### src/rtl/ssas_pkg.sv
package ssas_pkg;

  localparam int FRAC_BITS = 16;
  // width of the projected dot product after the fixed-point shift
  localparam int DN_W = 51 - FRAC_BITS;
  localparam int NDN_W = 18 + DN_W;
  // quotient bits below the saturation limit
  localparam int DIV_STEPS = 31;
  localparam int FIFO_DEPTH = 4;
  localparam int PTR_W = 2;

  localparam logic signed [31:0] SAT_MAX = 32'sh7fffffff;

  localparam logic [2:0] REG_START_X  = 3'd0;
  localparam logic [2:0] REG_START_Y  = 3'd1;
  localparam logic [2:0] REG_END_X    = 3'd2;
  localparam logic [2:0] REG_END_Y    = 3'd3;
  localparam logic [2:0] REG_NORMAL_X = 3'd4;
  localparam logic [2:0] REG_NORMAL_Y = 3'd5;

  localparam logic REQ_SIDE  = 1'b0;
  localparam logic REQ_SLIDE = 1'b1;

  typedef struct packed {
    logic signed [31:0] sx;
    logic signed [31:0] sy;
    logic signed [31:0] ex;
    logic signed [31:0] ey;
    logic signed [17:0] nx;
    logic signed [17:0] ny;
  } cfg_t;

  typedef struct packed {
    logic               req;
    logic signed [31:0] px;
    logic signed [31:0] py;
    logic signed [31:0] dx;
    logic signed [31:0] dy;
    logic signed [32:0] qx;
    logic signed [32:0] qy;
    logic signed [31:0] rx;
    logic signed [31:0] ry;
  } item_t;

  typedef struct packed {
    logic               req;
    logic               right;
    logic               par;
    logic signed [31:0] px;
    logic signed [31:0] py;
    logic signed [31:0] dx;
    logic signed [31:0] dy;
    logic signed [31:0] vx;
    logic signed [31:0] vy;
  } cargo_t;

  typedef struct packed {
    logic               side_right;
    logic signed [31:0] slide_x;
    logic signed [31:0] slide_y;
    logic               blocked;
    logic               parallel;
  } res_t;

  function automatic logic signed [31:0] sat(input logic signed [63:0] v);
    logic signed [31:0] r;
    if (v > 64'(SAT_MAX)) begin
      r = SAT_MAX;
    end else if (v < -64'(SAT_MAX)) begin
      r = -SAT_MAX;
    end else begin
      r = v[31:0];
    end
    return r;
  endfunction

endpackage

### src/rtl/ssas_front.sv
module ssas_front (
  input  ssas_pkg::cfg_t      cfg,
  input  logic                req_valid,
  input  logic                req_type,
  input  logic signed [31:0]  pos_x,
  input  logic signed [31:0]  pos_y,
  input  logic signed [31:0]  dir_x,
  input  logic signed [31:0]  dir_y,
  input  logic                full,
  output logic                req_stall,
  output logic                push,
  output ssas_pkg::item_t     item
);

  assign req_stall = full;
  assign push      = req_valid && !full;

  // offsets between position and segment start: qx/qy serve side requests, rx/ry slide requests
  always_comb begin
    item.req = req_type;
    item.px  = pos_x;
    item.py  = pos_y;
    item.dx  = dir_x;
    item.dy  = dir_y;
    item.qx  = 33'(pos_x) - 33'(cfg.sx);
    item.qy  = 33'(pos_y) - 33'(cfg.sy);
    item.rx  = ssas_pkg::sat(64'(cfg.sx) - 64'(pos_x));
    item.ry  = ssas_pkg::sat(64'(cfg.sy) - 64'(pos_y));
  end

endmodule

### config.mk
export PLATFORM = sky130hd
export DESIGN_NAME = ssas_front
export DESIGN_NICKNAME = d
export VERILOG_FILES = /design/src/rtl/ssas_pkg.sv /design/src/rtl/ssas_front.sv
export SDC_FILE = /design/constraint.sdc
export NUM_CORES = 1
export LEC_CHECK = 0
export ABC_CLOCK_PERIOD_IN_PS = 8650
export BUFFER_PORTS_ARGS = -buffer_cell sky130_fd_sc_hd__buf_2
export CORE_AREA = 10 10 206 208
export DETAILED_ROUTE_END_ITERATION = 7
export DIE_AREA = 0 0 216 218
export GPL_TIMING_DRIVEN = 0
export MAX_ROUTING_LAYER = met4
export PLACE_DENSITY = 0.53
export SLEW_MARGIN = 25
export SYNTH_ARGS = -nofsm -noshare
export SYNTH_HDL_FRONTEND = slang
export SYNTH_SLANG_ARGS = --single-unit
### constraint.sdc
create_clock -name vclk -period 8.65
set_clock_uncertainty 0.15 [all_clocks]
set_input_delay 0.4325 -clock vclk [all_inputs]
set_output_delay 0.4325 -clock vclk [all_outputs]
set_load 0.01 [all_outputs]
==> run metrics <==
startpoint types=input port; # setup viols final=0; P_sw=approximately 0.00068 W; max-cap violations=0; Hold Fails Final Rpt=0; type of the worst min-delay path=input port to output port; Die H=218 um; status=complete, no violations; Switching Share=slightly below 60%; register share of total power=0%; CP peak stage delay=about 0.84 ns; Synth top area share=approximately 17%; Post-DP Area=around 12000 um2; largest net degree at the start of global routing=11; post_cts resized=0; Reg area=0 um2; clock buf count=0; GR Util met3=1.51%; die area=around 47000 um2; CP arrival=between 4 and 5 ns; DPL Wire Length=roughly 33000 um; DR vias=about 10000; yosys warns=0; Rows=just over 70; Cell Int Power=0.000488 W; max-slew violations=0; slowest stage cell, crit path=o32ai_2; Tot Pwr=approximately 0.0012 W; GP Congestion=just over 0.9; Leakage=~6.5 nW; DR pass1 iterations=5; clock power share=0%; dpl cells=2250; Post-DRT Antenna Nets=0; remaining global-route overflow=0; final net count=between 2000 and 2500; core area=between 30000 and 40000 um2; Seq cells=0; relative slew slack=between 10% and 20%; Slew @ Worst Pin=~1.2 ns; initial antenna violation count=4; commonest non-fill, non-tap cell in the layout=buf_2; dominant cells by area after synthesis=ha_1 (17%), buf_4 (11%), inv_1 (6.9%); total track usage=14.9%; worst-path cell chain=buf_2, inv_1, ha_1, buf_2, nand2_1, o21ai_1, nand4_1, a31oi_1, a221oi_1, o32ai_2, clkbuf_1, nand2_1, a21oi_1, buf_2; Peak VDD IR=between 0.05 and 0.06 mV; total setup buffers inserted after CTS=0; Avg WL per Cell=around 17 um; Final Critical Period=5.01 ns; Comb power frac=between 90% and 100%; design area=11900 um2; cell mode on critical path=buf_2; vias in the first global route=about 11000; Post-Syn Area per Cell=6.92 um2; Top Usage Layer GRT=met2; Synth Instances=1341; Seq/Total Area, Yosys=0%; Synth cell types=91; routed wire length=37400 um; die width=216 um; count of hold-fix buffers inserted at cts=0; pwr/cell area=98.4 nW/um2; vias per cell=roughly 4.6; layout cells sized above 1=a little over a third; commonest non-fill, non-tap cells in the layout=buf_2 (409), inv_1 (171), buf_4 (134); # port buffers=roughly 400; unrepaired setup endpoints after global routing=no; crit-path max FO=10; first-pass GRT wire length=56800 um; Worst EP required=between 8 and 9 ns; # IOs=556; Synth area leader=ha_1; final std cells w/o fill=2254; Setup WS pre-CTS=about 3.7 ns; Layout area overhead=28.2%; Worst Setup End Kind=output port; final worst-path cycle share=57.9%; setup TNS=0 ns; met1 layer usage reported by global route=18.0%; DRC=0; Initial Util=24.2%; Setup Crit Path Kind=input port to output port; fmax=200 MHz; Synth Cell Area=a little over 9000 um2; Setup WS post-layout=3.64 ns; Iter 0 DRT Violations=~570; GR Util met2=about a quarter; Fill cells=4261; post-synthesis net count=1768
## through the flow
step           hold slack, ns  util (%)
2_1_floorplan           0.761         -
3_3_place_gp            0.905      31.0
3_5_place_dp            0.904      31.0
4_1_cts                 0.904      31.0
5_1_grt                 0.906      31.1
6_report                0.901      31.1
## cell families after synthesis
group                    Yosys count  share of synthesized area (%)
AO/OA/AOI/OAI                    370                           27.3
buffers and inverters            365                           20.7
AND/OR/NAND/NOR                  311                           17.0
adder cells (fa/ha/maj)          185                           24.3
XOR/XNOR                         105                           10.1
multiplexers                       5                          0.567
## path summary, 6_finish.rpt
kind	startpoint	end	depth (start not counted)	slack, ns
hold / removal	dir_y[8]	item[138]	2	0.90
setup / recovery	cfg[138]	item[37]	14	3.64
## critical path, delay by kind of cell
kind            cells  cell delay (ns)
fa+ha+maj           1             0.26
buf+inv             5             1.04
compound gates      5             2.09
simple gates        3             0.56
## per-layer routing
metal / part of all wire, % / up-vias / wire length (um)
li1: - / 5252 / -
met1: 44 / 4811 / 16300
met2: 50 / 356 / 18600
met3: 4.8 / 34 / 1790
met4: 1.9 / 0 / 718
met5: 0 / - / 0
## layout make-up
cell class	count	area (um2)	area share (%)
Timing Repair Buffer	391	1960	16.5
Antenna cell	4	10.0	0.0842
Buffer	194	1280	10.7
Multi-Input combinational cell	976	7360	61.9
Inverter	171	642	5.40
Tap cell	518	648	5.45
## cell usage after synthesis, drive strengths merged, types with 4 or more instances
cell type,count
nand3,22
a41oi,5
o21a,12
or2,5
nand4,15
nand2b,12
a21o,69
and4,5
ha,128
maj3,53
o31ai,4
and2,12
o21ai,64
inv,171
clkbuf,30
nor2b,27
buf,164
o221ai,4
a31oi,16
a21boi,5
xor2,37
nor3b,4
nor3,17
nand4b,5
a211oi,13
nor4,4
o211ai,8
nand2,83
or3,5
and3,9
a2111oi,6
nor2,72
a21oi,109
xnor2,68
fa,4
a221oi,7
o21bai,17
a221o,4
## power by group through the flow
stage | clock network, W | registers [W] | logic [W]
2_1_floorplan | 0 | 0 | 0.000745
3_3_place_gp | 0 | 0 | 0.00117
3_5_place_dp | 0 | 0 | 0.00117
4_1_cts | 0 | 0 | 0.00118
5_1_grt | 0.0000000000619 | 0 | 0.00127
6_report | 0.0000000000619 | 0 | 0.00117
Power figures use the tool's default switching activity.
