**src/rtl/ssas_pkg.sv**
```systemverilog
package ssas_pkg;

  localparam int FRAC_BITS = 16;
  // width of the projected dot product after the fixed-point shift
  localparam int DN_W = 51 - FRAC_BITS;
  localparam int NDN_W = 18 + DN_W;
  // quotient bits below the saturation limit
  localparam int DIV_STEPS = 31;
  localparam int FIFO_DEPTH = 4;
  localparam int PTR_W = 2;

  localparam logic signed [31:0] SAT_MAX = 32'sh7fffffff;

  localparam logic [2:0] REG_START_X  = 3'd0;
  localparam logic [2:0] REG_START_Y  = 3'd1;
  localparam logic [2:0] REG_END_X    = 3'd2;
  localparam logic [2:0] REG_END_Y    = 3'd3;
  localparam logic [2:0] REG_NORMAL_X = 3'd4;
  localparam logic [2:0] REG_NORMAL_Y = 3'd5;

  localparam logic REQ_SIDE  = 1'b0;
  localparam logic REQ_SLIDE = 1'b1;

  typedef struct packed {
    logic signed [31:0] sx;
    logic signed [31:0] sy;
    logic signed [31:0] ex;
    logic signed [31:0] ey;
    logic signed [17:0] nx;
    logic signed [17:0] ny;
  } cfg_t;

  typedef struct packed {
    logic               req;
    logic signed [31:0] px;
    logic signed [31:0] py;
    logic signed [31:0] dx;
    logic signed [31:0] dy;
    logic signed [32:0] qx;
    logic signed [32:0] qy;
    logic signed [31:0] rx;
    logic signed [31:0] ry;
  } item_t;

  typedef struct packed {
    logic               req;
    logic               right;
    logic               par;
    logic signed [31:0] px;
    logic signed [31:0] py;
    logic signed [31:0] dx;
    logic signed [31:0] dy;
    logic signed [31:0] vx;
    logic signed [31:0] vy;
  } cargo_t;

  typedef struct packed {
    logic               side_right;
    logic signed [31:0] slide_x;
    logic signed [31:0] slide_y;
    logic               blocked;
    logic               parallel;
  } res_t;

  function automatic logic signed [31:0] sat(input logic signed [63:0] v);
    logic signed [31:0] r;
    if (v > 64'(SAT_MAX)) begin
      r = SAT_MAX;
    end else if (v < -64'(SAT_MAX)) begin
      r = -SAT_MAX;
    end else begin
      r = v[31:0];
    end
    return r;
  endfunction

endpackage

```
**src/rtl/ssas_fifo.sv**
```systemverilog
module ssas_fifo (
  input  logic            clk,
  input  logic            rst,
  input  logic            push,
  input  ssas_pkg::item_t push_item,
  output logic            full,
  input  logic            pop,
  output ssas_pkg::item_t pop_item,
  output logic            empty
);

  ssas_pkg::item_t                 mem [0:ssas_pkg::FIFO_DEPTH-1];
  logic [ssas_pkg::PTR_W-1:0]      wp;
  logic [ssas_pkg::PTR_W-1:0]      rp;
  logic [ssas_pkg::PTR_W:0]        cnt;

  assign full     = cnt == (ssas_pkg::PTR_W+1)'(ssas_pkg::FIFO_DEPTH);
  assign empty    = cnt == '0;
  assign pop_item = mem[rp];

  always_ff @(posedge clk) begin
    if (rst) begin
      wp  <= '0;
      rp  <= '0;
      cnt <= '0;
    end else begin
      if (push) begin
        wp <= wp + 1'b1;
      end
      if (pop) begin
        rp <= rp + 1'b1;
      end
      if (push && !pop) begin
        cnt <= cnt + 1'b1;
      end else if (pop && !push) begin
        cnt <= cnt - 1'b1;
      end
    end
  end

  always_ff @(posedge clk) begin
    if (push) begin
      mem[wp] <= push_item;
    end
  end

endmodule

```
**config.mk**
```make
export PLATFORM = sky130hd
export DESIGN_NAME = ssas_fifo
export DESIGN_NICKNAME = d
export VERILOG_FILES = /design/src/rtl/ssas_pkg.sv /design/src/rtl/ssas_fifo.sv
export SDC_FILE = /design/constraint.sdc
export NUM_CORES = 1
export LEC_CHECK = 0
export BUFFER_PORTS_ARGS = -buffer_cell sky130_fd_sc_hd__buf_2
export CAP_MARGIN = 0
export CELL_PAD_IN_SITES_DETAIL_PLACEMENT = 0
export CELL_PAD_IN_SITES_GLOBAL_PLACEMENT = 1
export CORE_UTILIZATION = 30
export DETAILED_ROUTE_END_ITERATION = 8
export HOLD_SLACK_MARGIN = 0.03
export PLACE_DENSITY = 0.61
export SYNTH_ARGS = -nofsm -noshare
export SYNTH_HDL_FRONTEND = slang
export SYNTH_SLANG_ARGS = --single-unit
export TNS_END_PERCENT = 30
```
**constraint.sdc**
```tcl
create_clock -name clk -period 17.6 [get_ports clk]
set_input_delay 0 -clock clk [delete_from_list [all_inputs] [get_ports clk]]
set_output_delay 0 -clock clk [all_outputs]
set_load 0.005 [all_outputs]
```
==> out/results.ini <==
[outcome]
outcome=finished clean

[die]
core_sq_um=124000
die_area_sq_um=127000
dieHeight_microns=357
die_w_microns=357
rows=129
start_util_pct=30.4
num_io_pins=524

[placement]
dp_slack_ns=13.50
place_area_sq_um=42200
finalWeightedCongestion=0.740
port_buffers=523
dp_hpwl_microns=49700
dp.cells=3524

[hold_path]
hold_end=mem[3][145]
hp-start=push_item[145]
hp-class=in2reg
hold_path_depth=2

[synthesis]
synth_common_cells=1,036 x edfxtp_1, 259 x mux4_2, 27 x buf_2
synth_nets=1666
syn_area_sq_um=37800
synth_seq_cells=1045
synth_top_area_share_pct=82.3
synth-seq-area-share_pct=82.8
ys_warn_count=0
yosys.area.top_type=edfxtp_1
ys_types=20
async_flop_share_pct=0
ys.flop_type=edfxtp_1
synthMostInstantiatedCell=edfxtp_1
syn_inst=1397
yosys-top-cells-area=edfxtp_1 82%, mux4_2 15%, buf_6 0.74%
postSynthAreaPerCell_sq_um=27.1
synth_edf_count=1036

[global_routing]
grt_max_degree=66
grt-ovfl-total=0
grt_usage_pct=12.9
grt_pass1_vias=20500
antenna_found_initial=10
grt_pass1_wl_microns=125000

[worst_setup_path]
reg2reg_depth=4
crit_path_max_incr_delay_ns=0.83
crit_path_frequent_cell=buf_4
critical_path_class=reg2out
crit_family=buffers and inverters
reg2reg_from=wp[0]
required_ns=17.60
startpoint_type=flop
rrSetupSlack_ns=14.11
arrival_ns=4.61
crit_chain=buf_4 -> buf_4 -> buf_4 -> mux4_2 -> buf_2
r2r-end=mem[3][172]
end_kind=primary output
crit_slowest_cell=buf_4
crit_fanout=47
cp_num_buf_inv=4

[drt]
drc=0
via_count=18800
ant_nets=0
first_iter_violations=1363
dr.pass1.iters=5
drt_wl_total_microns=83300
avgViaCountPerCell=4.45
wl_per_cell_microns=19.7

[finish]
areaGrowthSynthToFinish_pct=34.3
final_layout_size_suffix_gt1_share_pct=37.2
post-route-util_pct=40.9
finalInstanceArea_sq_um=50800
fillCellCount=11000
nNetsFinal=2773
instances_no_fill=4239

[pwr]
power_density_nw_per_um2=112
net-switching-power_mw=1.25
power_mw=5.67
intPower_mw=4.41
p_seq_share_pct=51.0
power.share.clock_pct=38.8
comb_power_share_pct=10.1
ir_drop_mv=0.0838
power.leakage_nw=17.1
swShare_pct=22.1

[sta]
holdWs_ns=0.101
setup_slack_ns=12.99
hold_violations=0
period_needed_ns=4.61
slew_headroom_pct=32.6
slew_violations=0
rsz0062_at_grt=no
tns_ns=0
timing.fmax_ghz=0.217
worst_slew_pin_slew_ns=1.01
clock_skew_ns=0.0220
finalCritPeriodShare_pct=26.2
finalSetupViolations=0

[clocking]
cts_tree=yes
clock-sinks=1045
clk_pin_slew_ns=0.06
clockBufferDepth=3
cts_resized=0
cts-root-buf=clkbuf_16
cts_htree_levels=3
post_cts_buffers=0
postCtsHoldBufs=507
clkLatencyLatePin_ns=0.73
numCtsBuffers=108

[job]
cap_violations=0

==> how the worst max path moves through the flow <==
stage                     start       endpoint  slack [ns]  cells past startpoint
final                      flop  pop_item[206]       12.99                      5
after floorplan           wp[0]      mem[0][0]       10.54                      3
after global placement     flop  pop_item[206]       13.54                      5
after detailed placement   flop  pop_item[187]       13.50                      5
after CTS                  flop  pop_item[206]       12.64                      5
after global routing       flop  pop_item[206]       12.44                      5
==> metal layers <==
metal | global-route usage, % | part of all wire [%]
met5 | 0 | 0.096
met1 | 16.3 | 41
met4 | 4.27 | 2.5
met3 | 4.62 | 7.8
met2 | 20.8 | 48
==> placed cells by master (no fill, tap or decap), drive strengths merged, types with 3 or more instances in the layout <==
master,n
bufinv,7
clkbuf,134
buf,549
nor2,7
mux4,259
diode,6
and2,4
clkinvlp,3
xor2,3
clkinv,51
inv,11
edfxtp,1036
dlygate4sd3,507
ha,5
dfxtp,9
==> sequential cells by signal, summed over array words and instances (netlist names), named ones only <==
register  flops
mem        1036
cnt           3
rp            2
wp            2
==> power groups by stage <==
stage,sequential [mW],clock (mW),combinational (mW)
after global routing,2.90,2.35,0.623
after detailed placement,2.95,0,0.495
after CTS,2.90,2.27,0.590
final,2.89,2.20,0.575
after floorplan,2.96,0,0.270
after global placement,2.94,0,0.488
==> logic make-up after synthesis <==
group / count (synthesis) / synth area share [%]
compound gates: 2 / 0.0264
xor+xnor: 5 / 0.116
fa+ha+maj: 6 / 0.218
buf+inv: 63 / 1.21
flops: 1045 / 82.8
mux: 261 / 15.5
simple gates: 15 / 0.195
==> cell type report <==
cell class / instances / area [sq um] / area share [%]
flip-flops and latches: 1045 / 31300 / 61.6
clock buffers: 134 / 2840 / 5.60
well taps: 1637 / 2050 / 4.03
diodes: 6 / 15.0 / 0.0296
clock inverters: 68 / 599 / 1.18
repair buffers: 1056 / 7890 / 15.5
inverters: 4 / 15.0 / 0.0296
multi-input cells: 289 / 6070 / 12.0
Power figures use the tool's default switching activity.
